File: src/design/nrgfe_pkg.sv
// ----------------------------------------------------------------------------
// nrgfe_pkg
// Types, character codes and header helpers of the sentence field extractor.
// ----------------------------------------------------------------------------
package nrgfe_pkg;

    localparam logic [7:0] CH_DOLLAR = 8'h24;
    localparam logic [7:0] CH_CR     = 8'h0D;
    localparam logic [7:0] CH_LF     = 8'h0A;
    localparam logic [7:0] CH_COMMA  = 8'h2C;
    localparam logic [7:0] CH_M      = 8'h4D;
    localparam logic [7:0] CH_G      = 8'h47;

    localparam logic [39:0] RMC_HEADER_RST = 40'h474E524D43;
    localparam logic [39:0] GGA_HEADER_RST = 40'h474E474741;

    localparam logic CFG_RMC_HEADER = 1'b0;
    localparam logic CFG_GGA_HEADER = 1'b1;

    localparam logic [3:0] FID_TIME     = 4'd0;
    localparam logic [3:0] FID_NS       = 4'd2;
    localparam logic [3:0] FID_EW       = 4'd4;
    localparam logic [3:0] FID_ALTITUDE = 4'd7;
    localparam logic [3:0] FID_DONE     = 4'd8;

    localparam int unsigned TIME_CHARS = 6;
    localparam logic [3:0] COMMA_SAT   = 4'd15;
    localparam logic [3:0] COMMA_DONE  = 4'd9;
    localparam logic [3:0] COMMA_ALT   = 4'd8;

    typedef enum logic [1:0] {
        TYPE_NONE = 2'd0,
        TYPE_RMC  = 2'd1,
        TYPE_GGA  = 2'd2
    } sent_type_t;

    typedef struct packed {
        logic       kind;
        logic [7:0] rx_byte;
        logic       overrun;
    } item_t;

    typedef struct packed {
        logic [3:0] field_id;
        logic [4:0] char_index;
        logic [7:0] char_value;
        logic       field_end;
    } res_t;

    // Header character 1..5, character 1 in the top byte
    function automatic logic [7:0] hdr_char(input logic [39:0] hdr, input logic [2:0] p);
        logic [7:0] ch;
        case (p)
            3'd1:    ch = hdr[39:32];
            3'd2:    ch = hdr[31:24];
            3'd3:    ch = hdr[23:16];
            3'd4:    ch = hdr[15:8];
            3'd5:    ch = hdr[7:0];
            default: ch = 8'h00;
        endcase
        return ch;
    endfunction

endpackage

File: src/design/nrgfe_if.sv
// ----------------------------------------------------------------------------
// nrgfe_if
// Valid/ready channels of the sentence field extractor.
// ----------------------------------------------------------------------------
interface nrgfe_item_if;
    logic       valid;
    logic       ready;
    logic       kind;
    logic [7:0] rx_byte;
    logic       overrun;

    modport source (output valid, output kind, output rx_byte, output overrun, input ready);
    modport sink (input valid, input kind, input rx_byte, input overrun, output ready);
endinterface

interface nrgfe_res_if;
    logic       valid;
    logic       ready;
    logic [3:0] field_id;
    logic [4:0] char_index;
    logic [7:0] char_value;
    logic       field_end;

    modport source (output valid, output field_id, output char_index, output char_value,
                    output field_end, input ready);
    modport sink (input valid, input field_id, input char_index, input char_value,
                  input field_end, output ready);
endinterface

interface nrgfe_cfg_if;
    logic        valid;
    logic        ready;
    logic        index;
    logic [39:0] data;

    modport source (output valid, output index, output data, input ready);
    modport sink (input valid, input index, input data, output ready);
endinterface

File: src/design/nrgfe_in_stage.sv
// ----------------------------------------------------------------------------
// nrgfe_in_stage
// Input register: holds one received item until the parser takes it.
// ----------------------------------------------------------------------------
module nrgfe_in_stage (
    input  logic                clk,
    input  logic                rst_n,
    nrgfe_item_if.sink          rx,
    input  logic                take,
    output logic                item_valid,
    output nrgfe_pkg::item_t    item
);

    logic             valid_reg;
    nrgfe_pkg::item_t item_reg;

    assign rx.ready   = !valid_reg || take;
    assign item_valid = valid_reg;
    assign item       = item_reg;

    always_ff @(posedge clk or negedge rst_n)
    begin
        if (!rst_n)
        begin
            valid_reg <= 1'b0;
        end
        else if (rx.valid && rx.ready)
        begin
            valid_reg <= 1'b1;
        end
        else if (take)
        begin
            valid_reg <= 1'b0;
        end
    end

    always_ff @(posedge clk)
    begin
        if (rx.valid && rx.ready)
        begin
            item_reg.kind    <= rx.kind;
            item_reg.rx_byte <= rx.rx_byte;
            item_reg.overrun <= rx.overrun;
        end
    end

endmodule

File: src/design/nrgfe_parser.sv
// ----------------------------------------------------------------------------
// nrgfe_parser
// Sentence state, header registers and the per-byte field extraction step.
// ----------------------------------------------------------------------------
module nrgfe_parser #(
    parameter int unsigned MAX_SENTENCE = 128,
    parameter int unsigned FIELD_MAX    = 20
) (
    input  logic                clk,
    input  logic                rst_n,
    nrgfe_cfg_if.sink           cfg,
    input  logic                item_valid,
    input  nrgfe_pkg::item_t    item,
    input  logic                out_free,
    output logic                take,
    output logic                res_valid,
    output nrgfe_pkg::res_t     res
);

    localparam int unsigned PW = $clog2(MAX_SENTENCE + 1);
    localparam int unsigned FW = $clog2(FIELD_MAX + 1);
    localparam logic [3:0] FID_NONE_C = 4'd0;

    logic [39:0]           rmc_header_reg;
    logic [39:0]           gga_header_reg;
    logic [PW-1:0]         pos_reg, pos_next;
    logic                  in_sentence_reg, in_sentence_next;
    nrgfe_pkg::sent_type_t type_reg, type_next;
    logic [3:0]            comma_reg, comma_next;
    logic [FW-1:0]         fci_reg, fci_next;
    logic                  parse_en_reg, parse_en_next;

    logic       emit;
    logic [7:0] b;
    logic [3:0] fid;
    logic       fid_ok;
    logic [FW-1:0] limit;
    logic [3:0] nc;

    assign take      = item_valid && out_free;
    assign res_valid = take && emit;
    assign cfg.ready = 1'b1;
    assign b         = item.rx_byte;

    always_comb
    begin
        fid    = FID_NONE_C;
        fid_ok = 1'b0;
        if (type_reg == nrgfe_pkg::TYPE_RMC)
        begin
            if (comma_reg == 4'd0)
            begin
                fid    = nrgfe_pkg::FID_TIME;
                fid_ok = 1'b1;
            end
            else if (comma_reg >= 4'd2 && comma_reg <= 4'd7)
            begin
                fid    = comma_reg - 4'd1;
                fid_ok = 1'b1;
            end
        end
        else if (type_reg == nrgfe_pkg::TYPE_GGA && comma_reg == nrgfe_pkg::COMMA_ALT)
        begin
            fid    = nrgfe_pkg::FID_ALTITUDE;
            fid_ok = 1'b1;
        end
    end

    always_comb
    begin
        if (fid == nrgfe_pkg::FID_TIME)
        begin
            limit = FW'(nrgfe_pkg::TIME_CHARS);
        end
        else if (fid == nrgfe_pkg::FID_NS || fid == nrgfe_pkg::FID_EW)
        begin
            limit = FW'(1);
        end
        else
        begin
            limit = FW'(FIELD_MAX);
        end
    end

    assign nc = (comma_reg < nrgfe_pkg::COMMA_SAT) ? comma_reg + 4'd1 : nrgfe_pkg::COMMA_SAT;

    always_comb
    begin
        pos_next         = pos_reg;
        in_sentence_next = in_sentence_reg;
        type_next        = type_reg;
        comma_next       = comma_reg;
        fci_next         = fci_reg;
        parse_en_next    = parse_en_reg;
        emit             = 1'b0;
        res              = '0;
        if (item.kind)
        begin
            parse_en_next = 1'b1;
        end
        else if (item.overrun)
        begin
            parse_en_next = parse_en_reg;
        end
        else if (!parse_en_reg)
        begin
            in_sentence_next = 1'b0;
        end
        else if (b == nrgfe_pkg::CH_DOLLAR)
        begin
            in_sentence_next = 1'b1;
            pos_next         = PW'(1);
            type_next        = nrgfe_pkg::TYPE_NONE;
            comma_next       = 4'd0;
            fci_next         = '0;
        end
        else if (!in_sentence_reg)
        begin
            in_sentence_next = 1'b0;
        end
        else if (b == nrgfe_pkg::CH_CR || b == nrgfe_pkg::CH_LF
                 || pos_reg >= PW'(MAX_SENTENCE))
        begin
            in_sentence_next = 1'b0;
            pos_next         = '0;
        end
        else if (pos_reg <= PW'(5))
        begin
            pos_next = pos_reg + PW'(1);
            if (b != nrgfe_pkg::hdr_char(rmc_header_reg, pos_reg[2:0])
                && b != nrgfe_pkg::hdr_char(gga_header_reg, pos_reg[2:0]))
            begin
                in_sentence_next = 1'b0;
                pos_next         = '0;
            end
            else if (pos_reg == PW'(4))
            begin
                if (b == nrgfe_pkg::CH_M)
                begin
                    type_next = nrgfe_pkg::TYPE_RMC;
                end
                else if (b == nrgfe_pkg::CH_G)
                begin
                    type_next = nrgfe_pkg::TYPE_GGA;
                end
                else
                begin
                    in_sentence_next = 1'b0;
                    pos_next         = '0;
                end
            end
        end
        else if (pos_reg == PW'(6))
        begin
            pos_next = pos_reg + PW'(1);
        end
        else
        begin
            pos_next = pos_reg + PW'(1);
            if (b == nrgfe_pkg::CH_COMMA)
            begin
                comma_next = nc;
                fci_next   = '0;
                if (type_reg == nrgfe_pkg::TYPE_RMC && nc == nrgfe_pkg::COMMA_DONE)
                begin
                    parse_en_next    = 1'b0;
                    in_sentence_next = 1'b0;
                    pos_next         = '0;
                    emit             = 1'b1;
                    res.field_id     = nrgfe_pkg::FID_DONE;
                    res.field_end    = 1'b1;
                end
                else if (fid_ok)
                begin
                    emit          = 1'b1;
                    res.field_id  = fid;
                    res.field_end = 1'b1;
                end
            end
            else if (fid_ok && fci_reg < limit)
            begin
                emit           = 1'b1;
                res.field_id   = fid;
                res.char_index = 5'(fci_reg);
                res.char_value = b;
                fci_next       = fci_reg + FW'(1);
            end
        end
    end

    always_ff @(posedge clk or negedge rst_n)
    begin
        if (!rst_n)
        begin
            rmc_header_reg  <= nrgfe_pkg::RMC_HEADER_RST;
            gga_header_reg  <= nrgfe_pkg::GGA_HEADER_RST;
            pos_reg         <= '0;
            in_sentence_reg <= 1'b0;
            type_reg        <= nrgfe_pkg::TYPE_NONE;
            comma_reg       <= 4'd0;
            fci_reg         <= '0;
            parse_en_reg    <= 1'b0;
        end
        else
        begin
            if (cfg.valid && cfg.ready)
            begin
                case (cfg.index)
                    nrgfe_pkg::CFG_RMC_HEADER: rmc_header_reg <= cfg.data;
                    nrgfe_pkg::CFG_GGA_HEADER: gga_header_reg <= cfg.data;
                    default:                   rmc_header_reg <= rmc_header_reg;
                endcase
            end
            if (take)
            begin
                pos_reg         <= pos_next;
                in_sentence_reg <= in_sentence_next;
                type_reg        <= type_next;
                comma_reg       <= comma_next;
                fci_reg         <= fci_next;
                parse_en_reg    <= parse_en_next;
            end
        end
    end

    a_marker_clean: assert property (@(posedge clk) disable iff (!rst_n)
        res_valid && res.field_end |-> res.char_value == 8'h00 && res.char_index == 5'd0)
        else $error("end marker carries a character");

    a_pos_bound: assert property (@(posedge clk) disable iff (!rst_n)
        pos_reg <= PW'(MAX_SENTENCE))
        else $error("sentence position past limit");

    a_fci_bound: assert property (@(posedge clk) disable iff (!rst_n)
        fci_reg <= FW'(FIELD_MAX))
        else $error("field character index past limit");

    a_type_known: assert property (@(posedge clk) disable iff (!rst_n)
        in_sentence_reg && pos_reg > PW'(4) |-> type_reg != nrgfe_pkg::TYPE_NONE)
        else $error("body parsed without sentence type");

    a_done_disarms: assert property (@(posedge clk) disable iff (!rst_n)
        res_valid && res.field_id == nrgfe_pkg::FID_DONE |=> !parse_en_reg && !in_sentence_reg)
        else $error("sentence done left parser armed");

endmodule

File: src/design/nrgfe_out_stage.sv
// ----------------------------------------------------------------------------
// nrgfe_out_stage
// Result register: holds one result item until the sink takes it.
// ----------------------------------------------------------------------------
module nrgfe_out_stage (
    input  logic                clk,
    input  logic                rst_n,
    input  logic                load,
    input  nrgfe_pkg::res_t     res,
    output logic                out_free,
    nrgfe_res_if.source         out
);

    logic            valid_reg;
    nrgfe_pkg::res_t res_reg;

    assign out_free       = !valid_reg || out.ready;
    assign out.valid      = valid_reg;
    assign out.field_id   = res_reg.field_id;
    assign out.char_index = res_reg.char_index;
    assign out.char_value = res_reg.char_value;
    assign out.field_end  = res_reg.field_end;

    always_ff @(posedge clk or negedge rst_n)
    begin
        if (!rst_n)
        begin
            valid_reg <= 1'b0;
        end
        else if (load)
        begin
            valid_reg <= 1'b1;
        end
        else if (out.ready)
        begin
            valid_reg <= 1'b0;
        end
    end

    always_ff @(posedge clk)
    begin
        if (load)
        begin
            res_reg <= res;
        end
    end

endmodule

File: src/design/nmea_rmc_gga_field_extractor_core.sv
// ----------------------------------------------------------------------------
// nmea_rmc_gga_field_extractor_core
// Extracts RMC and GGA field characters from received sentence bytes.
// ----------------------------------------------------------------------------
// One item is accepted every cycle unless a stalled result register holds
// back the parser; the input register then holds one more item. An item is
// registered on acceptance, parsed while the result register is free, and
// its result, if any, is registered in the result register, which drives
// the result channel. Header registers can be written in any cycle.
module nmea_rmc_gga_field_extractor_core #(
    parameter int unsigned MAX_SENTENCE = 128,
    parameter int unsigned FIELD_MAX    = 20
) (
    input  logic          clk,
    input  logic          rst_n,
    nrgfe_cfg_if.sink     cfg,
    nrgfe_item_if.sink    rx,
    nrgfe_res_if.source   res
);

    logic                item_valid;
    nrgfe_pkg::item_t    item;
    logic                take;
    logic                out_free;
    logic                res_valid;
    nrgfe_pkg::res_t     res_data;

    nrgfe_in_stage u_in (
        .clk        (clk),
        .rst_n      (rst_n),
        .rx         (rx),
        .take       (take),
        .item_valid (item_valid),
        .item       (item)
    );

    nrgfe_parser #(
        .MAX_SENTENCE (MAX_SENTENCE),
        .FIELD_MAX    (FIELD_MAX)
    ) u_parser (
        .clk        (clk),
        .rst_n      (rst_n),
        .cfg        (cfg),
        .item_valid (item_valid),
        .item       (item),
        .out_free   (out_free),
        .take       (take),
        .res_valid  (res_valid),
        .res        (res_data)
    );

    nrgfe_out_stage u_out (
        .clk      (clk),
        .rst_n    (rst_n),
        .load     (res_valid),
        .res      (res_data),
        .out_free (out_free),
        .out      (res)
    );

endmodule
File: src/flat_wrapper.sv
// flat-port wrapper written by rule: the top's interface ports become plain ports
module nmea_rmc_gga_field_extractor_core_flat 
#(
    parameter int unsigned MAX_SENTENCE = 128,
    parameter int unsigned FIELD_MAX    = 20
)
  (clk, rst_n, cfg_valid, cfg_index, cfg_data, cfg_ready, rx_valid, rx_kind, rx_rx_byte, rx_overrun, rx_ready, res_valid, res_field_id, res_char_index, res_char_value, res_field_end, res_ready);
  nrgfe_cfg_if cfg_i ();
  nrgfe_item_if rx_i ();
  nrgfe_res_if res_i ();
  input  logic clk;
  input  logic rst_n;
  input wire logic [$bits(cfg_i.valid)-1:0] cfg_valid;
  input wire logic [$bits(cfg_i.index)-1:0] cfg_index;
  input wire logic [$bits(cfg_i.data)-1:0] cfg_data;
  output wire logic [$bits(cfg_i.ready)-1:0] cfg_ready;
  input wire logic [$bits(rx_i.valid)-1:0] rx_valid;
  input wire logic [$bits(rx_i.kind)-1:0] rx_kind;
  input wire logic [$bits(rx_i.rx_byte)-1:0] rx_rx_byte;
  input wire logic [$bits(rx_i.overrun)-1:0] rx_overrun;
  output wire logic [$bits(rx_i.ready)-1:0] rx_ready;
  output wire logic [$bits(res_i.valid)-1:0] res_valid;
  output wire logic [$bits(res_i.field_id)-1:0] res_field_id;
  output wire logic [$bits(res_i.char_index)-1:0] res_char_index;
  output wire logic [$bits(res_i.char_value)-1:0] res_char_value;
  output wire logic [$bits(res_i.field_end)-1:0] res_field_end;
  input wire logic [$bits(res_i.ready)-1:0] res_ready;
  assign cfg_i.valid = cfg_valid;
  assign cfg_i.index = cfg_index;
  assign cfg_i.data = cfg_data;
  assign cfg_ready = cfg_i.ready;
  assign rx_i.valid = rx_valid;
  assign rx_i.kind = rx_kind;
  assign rx_i.rx_byte = rx_rx_byte;
  assign rx_i.overrun = rx_overrun;
  assign rx_ready = rx_i.ready;
  assign res_valid = res_i.valid;
  assign res_field_id = res_i.field_id;
  assign res_char_index = res_i.char_index;
  assign res_char_value = res_i.char_value;
  assign res_field_end = res_i.field_end;
  assign res_i.ready = res_ready;
  nmea_rmc_gga_field_extractor_core #(.MAX_SENTENCE(MAX_SENTENCE), .FIELD_MAX(FIELD_MAX)) u_core (.clk(clk), .rst_n(rst_n), .cfg(cfg_i), .rx(rx_i), .res(res_i));
endmodule
File: config.mk
export PLATFORM = sky130hd
export DESIGN_NAME = nmea_rmc_gga_field_extractor_core_flat
export DESIGN_NICKNAME = d
export VERILOG_FILES = /design/src/design/nrgfe_pkg.sv /design/src/design/nrgfe_if.sv /design/src/design/nrgfe_in_stage.sv /design/src/design/nrgfe_parser.sv /design/src/design/nrgfe_out_stage.sv /design/src/design/nmea_rmc_gga_field_extractor_core.sv /design/src/flat_wrapper.sv
export SDC_FILE = /design/constraint.sdc
export NUM_CORES = 1
export LEC_CHECK = 0
export BUFFER_PORTS_ARGS = -buffer_cell sky130_fd_sc_hd__buf_2
export CAP_MARGIN = 15
export CORE_UTILIZATION = 63
export CTS_CLUSTER_DIAMETER = 100
export CTS_CLUSTER_SIZE = 30
export DETAILED_ROUTE_END_ITERATION = 16
export MAX_ROUTING_LAYER = met4
export PLACE_DENSITY = 0.93
export SLEW_MARGIN = 20
export SYNTH_ARGS = -nofsm -noshare
export SYNTH_HDL_FRONTEND = slang
export SYNTH_SLANG_ARGS = --single-unit
File: constraint.sdc
create_clock -name clk -period 4.97 [get_ports clk]
set_input_delay 0.2485 -clock clk [delete_from_list [all_inputs] [get_ports clk]]
set_output_delay 0.2485 -clock clk [all_outputs]
set_load 0.01 [all_outputs]
==> Yosys cells after proc, flatten, opt, wreduce, memory -nomap -nowiden <==
Cells that the tools add are included.
{ "totals": {"register_bits": 131, "input_bits": 56, "elab_cells": 194} }
{ "op_classes": {"n_addsub": 4, "magnitude_cmp": 6, "eq_ne": 26, "mux": 98, "bitwise_logic": 7, "reduce_logical": 36} }
{ "op_table": {"columns": ["cell", "n"], "rows": [
  ["$mux 8", 25],
  ["$pmux 8 s5", 2],
  ["$mux 4", 13],
  ["$mux 5", 9],
  ["$mux 1", 39],
  ["$reduce_and 9->1", 2],
  ["$mux 17", 1],
  ["$eq 8x3->1 const B", 2],
  ["$eq 8x4->1 const B", 2],
  ["$eq 8x6->1 const B", 2],
  ["$eq 8x7->1 const B", 2],
  ["$mux 2", 8],
  ["$ne 8x8->1", 2],
  ["$reduce_bool 2->1", 6],
  ["$reduce_and 10->1", 1],
  ["$reduce_or 10->1", 1],
  ["$reduce_or 9->1", 1],
  ["$add 8x1->8 const B", 1],
  ["$eq 4x4->1 const B", 2],
  ["$ge 8x8->1 const B", 1],
  ["$le 8x3->1 const B", 1],
  ["$logic_and 1x1->1", 8],
  ["$logic_not 4->1", 2],
  ["$ne 2x2->1 const B", 4],
  ["other kinds (24)", 40]
]} }

==> Logic depth before layout (Yosys ltp) <==
{ "logic_depth": {"word_depth": 23, "depth_mapped": 13} }

==> By module <==
From an unflattened synthesis, not the netlist that was laid out.
{ "unflattened": {"hier_cells": 561, "hier_area_um2": 6682.7} }
{ "by_module_without_submodules": {"columns": ["module", "instances", "cells_per_inst", "area_each_um2"], "rows": [
  ["nrgfe_parser", 1, 526, 5740.5],
  ["nrgfe_out_stage", 1, 21, 588.1],
  ["nrgfe_in_stage", 1, 14, 354.1]
]} }

==> Least setup slack after synthesis <==
No wires, ideal clock.
{ "synth_path": {"path_type": "reg-to-reg", "startpoint": "register u_core.u_parser.comma_reg[0]", "endpoint": "register u_core.u_out.res_reg (netlist bit u_core.u_out.out.char_index[0]) (enable)", "setup_time_ps": 373, "arrival_time_ps": 2944, "path_slack_ps": 1654, "stages_incl_launch_ff": 13, "n_path_buf": 0, "path_cell_list": "dfrtp_1 -> inv_1 -> ha_1 -> nor4bb_1 -> a32oi_1 -> mux2i_1 -> nor2_1 -> ha_1 -> a211o_1 -> a21oi_1 -> o211a_4 -> o211ai_1 -> inv_1"} }
{ "synth_between": {"elab_chain_len": 22, "word_cells_on_any_way": 41} }
{ "synth_lines": {"columns": ["item", "line", "source"], "rows": [
  ["start, declared", "nrgfe_parser.sv:29", "logic [3:0] comma_reg, comma_next;"],
  ["start signal, assigned", "nrgfe_parser.sv:219", "comma_reg <= comma_next;"],
  ["$ge 4x2->1 or $le 4x3->1 (tied branches)", "nrgfe_parser.sv:56", "else if (comma_reg >= 4'd2 && comma_reg <= 4'd7)"],
  ["$logic_and 1x1->1", "nrgfe_parser.sv:56", null],
  ["$mux 4", "nrgfe_parser.sv:56", null],
  ["$mux 4", "nrgfe_parser.sv:51", "if (comma_reg == 4'd0)"],
  ["$mux 4", "nrgfe_parser.sv:49", "if (type_reg == nrgfe_pkg::TYPE_RMC)"],
  ["$eq 4x2->1 or $eq 4x3->1 (tied branches)", "nrgfe_parser.sv:75", "else if (fid == nrgfe_pkg::FID_NS || fid == nrgfe_pkg::FID_EW)"],
  ["$logic_or 1x1->1", "nrgfe_parser.sv:75", null],
  ["$mux 5", "nrgfe_parser.sv:75", null],
  ["[... 7 more ...]", null, null],
  ["$mux 1 (*)", "nrgfe_parser.sv:121", "else if (b == nrgfe_pkg::CH_CR || b == nrgfe_pkg::CH_LF"],
  ["$mux 1 (*)", "nrgfe_parser.sv:117", "else if (!in_sentence_reg)"],
  ["$mux 1 (*)", "nrgfe_parser.sv:109", "else if (b == nrgfe_pkg::CH_DOLLAR)"],
  ["$mux 1 (*)", "nrgfe_parser.sv:105", "else if (!parse_en_reg)"],
  ["$mux 1 (*)", "nrgfe_parser.sv:101", "else if (item.overrun)"],
  ["$mux 1 (*)", "nrgfe_parser.sv:97", "if (item.kind)"],
  ["$logic_and 1x1->1 (*)", "nrgfe_parser.sv:41", "assign res_valid = take && emit;"],
  ["net u_core.res_valid", "nmea_rmc_gga_field_extractor_core.sv:25", "logic res_valid;"],
  ["end signal, assigned", "nrgfe_out_stage.sv:44", "res_reg <= res;"],
  ["end, declared", "nrgfe_out_stage.sv:15", "nrgfe_pkg::res_t res_reg;"]
]} }
The timed path passes the listed nets; every way through them passes the cells marked *.
A chain may end at the register's enable or synchronous reset.

==> Final worst setup path <==
{ "layout_path": {"startpoint": "register u_core.u_parser.comma_reg[0]", "endpoint": "register u_core.u_out.res_reg (netlist bit u_core.u_out.out.field_id[1]) (enable)"} }
The elaborated chain is that of the path after synthesis.

==> results.py <==
metrics = {
    "run_status": {
        "status": "completed",
    },
    "floorplan": {
        "die_h_um": 105,
        "die_w_um": 105,
        "initial_core_util_pct": 64.9,
        "coreArea_um2": 10300,
        "rows": 37,
        "dieArea_um2": 11000,
        "io_pins": 77,
    },
    "synth": {
        "synth_ff_type": "dfrtp_1",
        "netlist_area_um2": 6700,
        "yosysSeqAreaShare_pct": 51.7,
        "netlist_top_cells_count": "mux2_2, dfrtp_1, dfstp_2",
        "synth_top_area_cell": "dfrtp_1",
        "synth_simple_gate_area_share_pct": 13.5,
        "synth-compound-area-share_pct": 14.1,
        "yosys.area_share.adder_pct": 2.43,
        "yosysMostFrequentCell": "mux2_2",
        "synth-async-reset-ratio_pct": 78.6,
        "synth_top_area_share_pct": 25.0,
        "yosys.area_share.xor_xnor_pct": 0.654,
        "synth_nets": 633,
        "syn_inst": 564,
        "synth_mux_area_share_pct": 14.5,
        "avgSynthCellArea_um2": 11.9,
        "synth_warnings": 0,
        "synth_area_leaders": "dfrtp_1, dfstp_2, mux2_2",
        "ys_seq_elements": 131,
        "synth_edf_count": 28,
        "synth_cell_types": 79,
        "synth_top_family_by_area": "multiplexers",
    },
    "clock_tree": {
        "cts_buffer_depth": 2,
        "clkTransAtPathRegs_ns": 0.06,
        "cts_setup_buffers": 0,
        "cts_tree": "yes",
        "cts_made_buffers": 17,
        "postCtsResizedCells": 0,
        "cts_sinks": 131,
        "h-tree-depth": 4,
        "clk_latency_ns": 0.53,
        "cts_hold_buf": 52,
        "cts-root-buf": "clkbuf_8",
    },
    "drt": {
        "drcViolationCount": 0,
        "drtIter0Drc": 466,
        "ant_nets": 0,
        "finalWirelength_mm": 19.3,
        "dr.pass1.iters": 7,
        "vias": 5486,
        "wl_per_cell_um": 23.1,
        "viasPerCell": 6.59,
    },
    "timing": {
        "fin_crit_sh_pct": 77.4,
        "worst_pin_slew_ns": 1.06,
        "slew_headroom_pct": 29.5,
        "setup_tns_ns": 0,
        "clock.fmax_mhz": 260,
        "hold_viol": 0,
        "final-setup-viol-count": 0,
        "rsz0062_at_grt": "no",
        "skew_ns": 0.00806,
        "period_minus_slack_ns": 3.85,
        "slew_violations": 0,
    },
    "layout": {
        "utilization_pct": 79.5,
        "nets": 753,
        "stdcell_area_um2": 8210,
        "areaGrowthSynthToFinish_pct": 22.5,
        "multi_input_area_um2": 3030,
        "ff_latch_area_um2": 3460,
        "diodes": 0,
        "drive_above_1_share_pct": 34.7,
        "fillCellCount": 595,
    },
    "grt": {
        "grt_max_degree": 66,
        "antenna_found_initial": 0,
        "grt_pass1_vias": 5569,
        "grt_pass1_wl_mm": 29.7,
        "gr-total-overflow": 0,
        "grt_usage_pct": 36.9,
    },
    "critical_path": {
        "worst-endpoint-arrival_ns": 4.01,
        "crit_type": "reg2reg",
        "cp-start-kind": "flop",
        "cp_data_required_time_ns": 5.13,
        "path_max_fanout": 18,
        "worst-r2r-cell-count": 12,
        "critPathCaptureType": "flop",
    },
    "pwr": {
        "ir_worst_vdd_uv": 284,
        "power.leakage_nw": 3.42,
        "power_density_nw_per_um2": 430,
    },
    "min_path": {
        "hold_path_depth": 3,
        "hp-class": "in2reg",
    },
    "placed_design": {
        "dpl_cell_area_um2": 7130,
        "place.detailed.hpwl_mm": 11.6,
        "routabilityCongestion": 0.914,
        "io_buffers": 75,
    },
    "run": {
        "maxCapViolations": 0,
    },
}
==> stage by stage <==
step | total power, mW | std cells | setup slack (ns) | hold WS, ns
finish | 3.53 | 833 | 1.12 | 0.127
global route | 3.64 | 833 | 0.835 | 0.123
CTS | 3.45 | 832 | 1.12 | 0.0984
detailed placement | 2.28 | 748 | 1.12 | 0.250
global placement | 2.26 | 748 | 1.40 | 0.241
floorplan | 2.01 | 564 | 1.65 | -0.0471
==> path summary, 6_finish.rpt <==
| path | start | to | slack (ns) |
|---|---|---|---|
| worst min register to register | u_core.u_parser.rmc_header_reg[16] | u_core.u_parser.rmc_header_reg[16] | 0.51 |
| max in group asynchronous | rst_n | u_core.u_parser.gga_header_reg[4] | 3.57 |
| worst max-delay path | u_core.u_parser.comma_reg[0] | u_core.u_out.out.field_id[1] | 1.12 |
| worst min-delay path | res_ready | u_core.u_out.out.valid | 0.13 |
| worst max register to register | u_core.u_parser.comma_reg[0] | u_core.u_out.out.field_id[1] | 1.12 |
| min in group asynchronous | rst_n | u_core.u_in.item_valid | 0.23 |
==> cells in the final DEF, fill, tap and decap left out, types with 15 or more instances in the layout <==
| cell type | instances |
|---|---|
| dfstp_2 | 36 |
| nor2_1 | 19 |
| dfrtp_1 | 67 |
| mux2_2 | 79 |
| a21oi_1 | 15 |
| nand3_1 | 22 |
| edfxtp_1 | 28 |
| o21ai_0 | 16 |
| buf_2 | 74 |
| and2_1 | 18 |
| clkbuf_16 | 16 |
| nand2_1 | 31 |
| dlygate4sd3_1 | 52 |
==> critical path, stage by stage, from the launching register on <==
cell,delay (ns)
dfrtp_1,0.44
inv_1,0.20
ha_1,0.26
nor4bb_1,0.39
a32oi_1,0.19
mux2i_1,0.31
nor2_1,0.09
ha_1,0.29
a211o_1,0.26
a21oi_1,0.17
o211a_4,0.22
o211ai_1,0.12
inv_1,0.53
==> per-layer routing <==
layer	track usage (%)	routed length [um]	vias to the layer above
met1	41.5	7110	2675
met3	6.49	1250	100
met2	62.5	9800	333
li1	-	-	2378
met4	20.4	1100	0
met5	-	0	-
==> where the power goes <==
group	internal (mW)	switching, mW	total [mW]
sequential	1.25	0.118	1.37
combinational	0.404	0.609	1.01
clock	0.661	0.486	1.15
==> layout make-up <==
class                      instances  share of cell area [%]
clock inverter                    13                    1.39
tap                              136                    2.07
timing repair buffer             132                    11.6
clock buffer                      19                    5.14
sequential                       131                    42.2
inverter                          15                   0.686
multi-input combinational        387                    36.9
==> cells by family after synthesis <==
kind of cell	after synthesis
simple gates	160
compound gates	121
buf+inv	46
fa+ha+maj	13
other cells	1
xor+xnor	5
flops	131
mux	87
No activity file was read; power rests on OpenSTA's default activity.
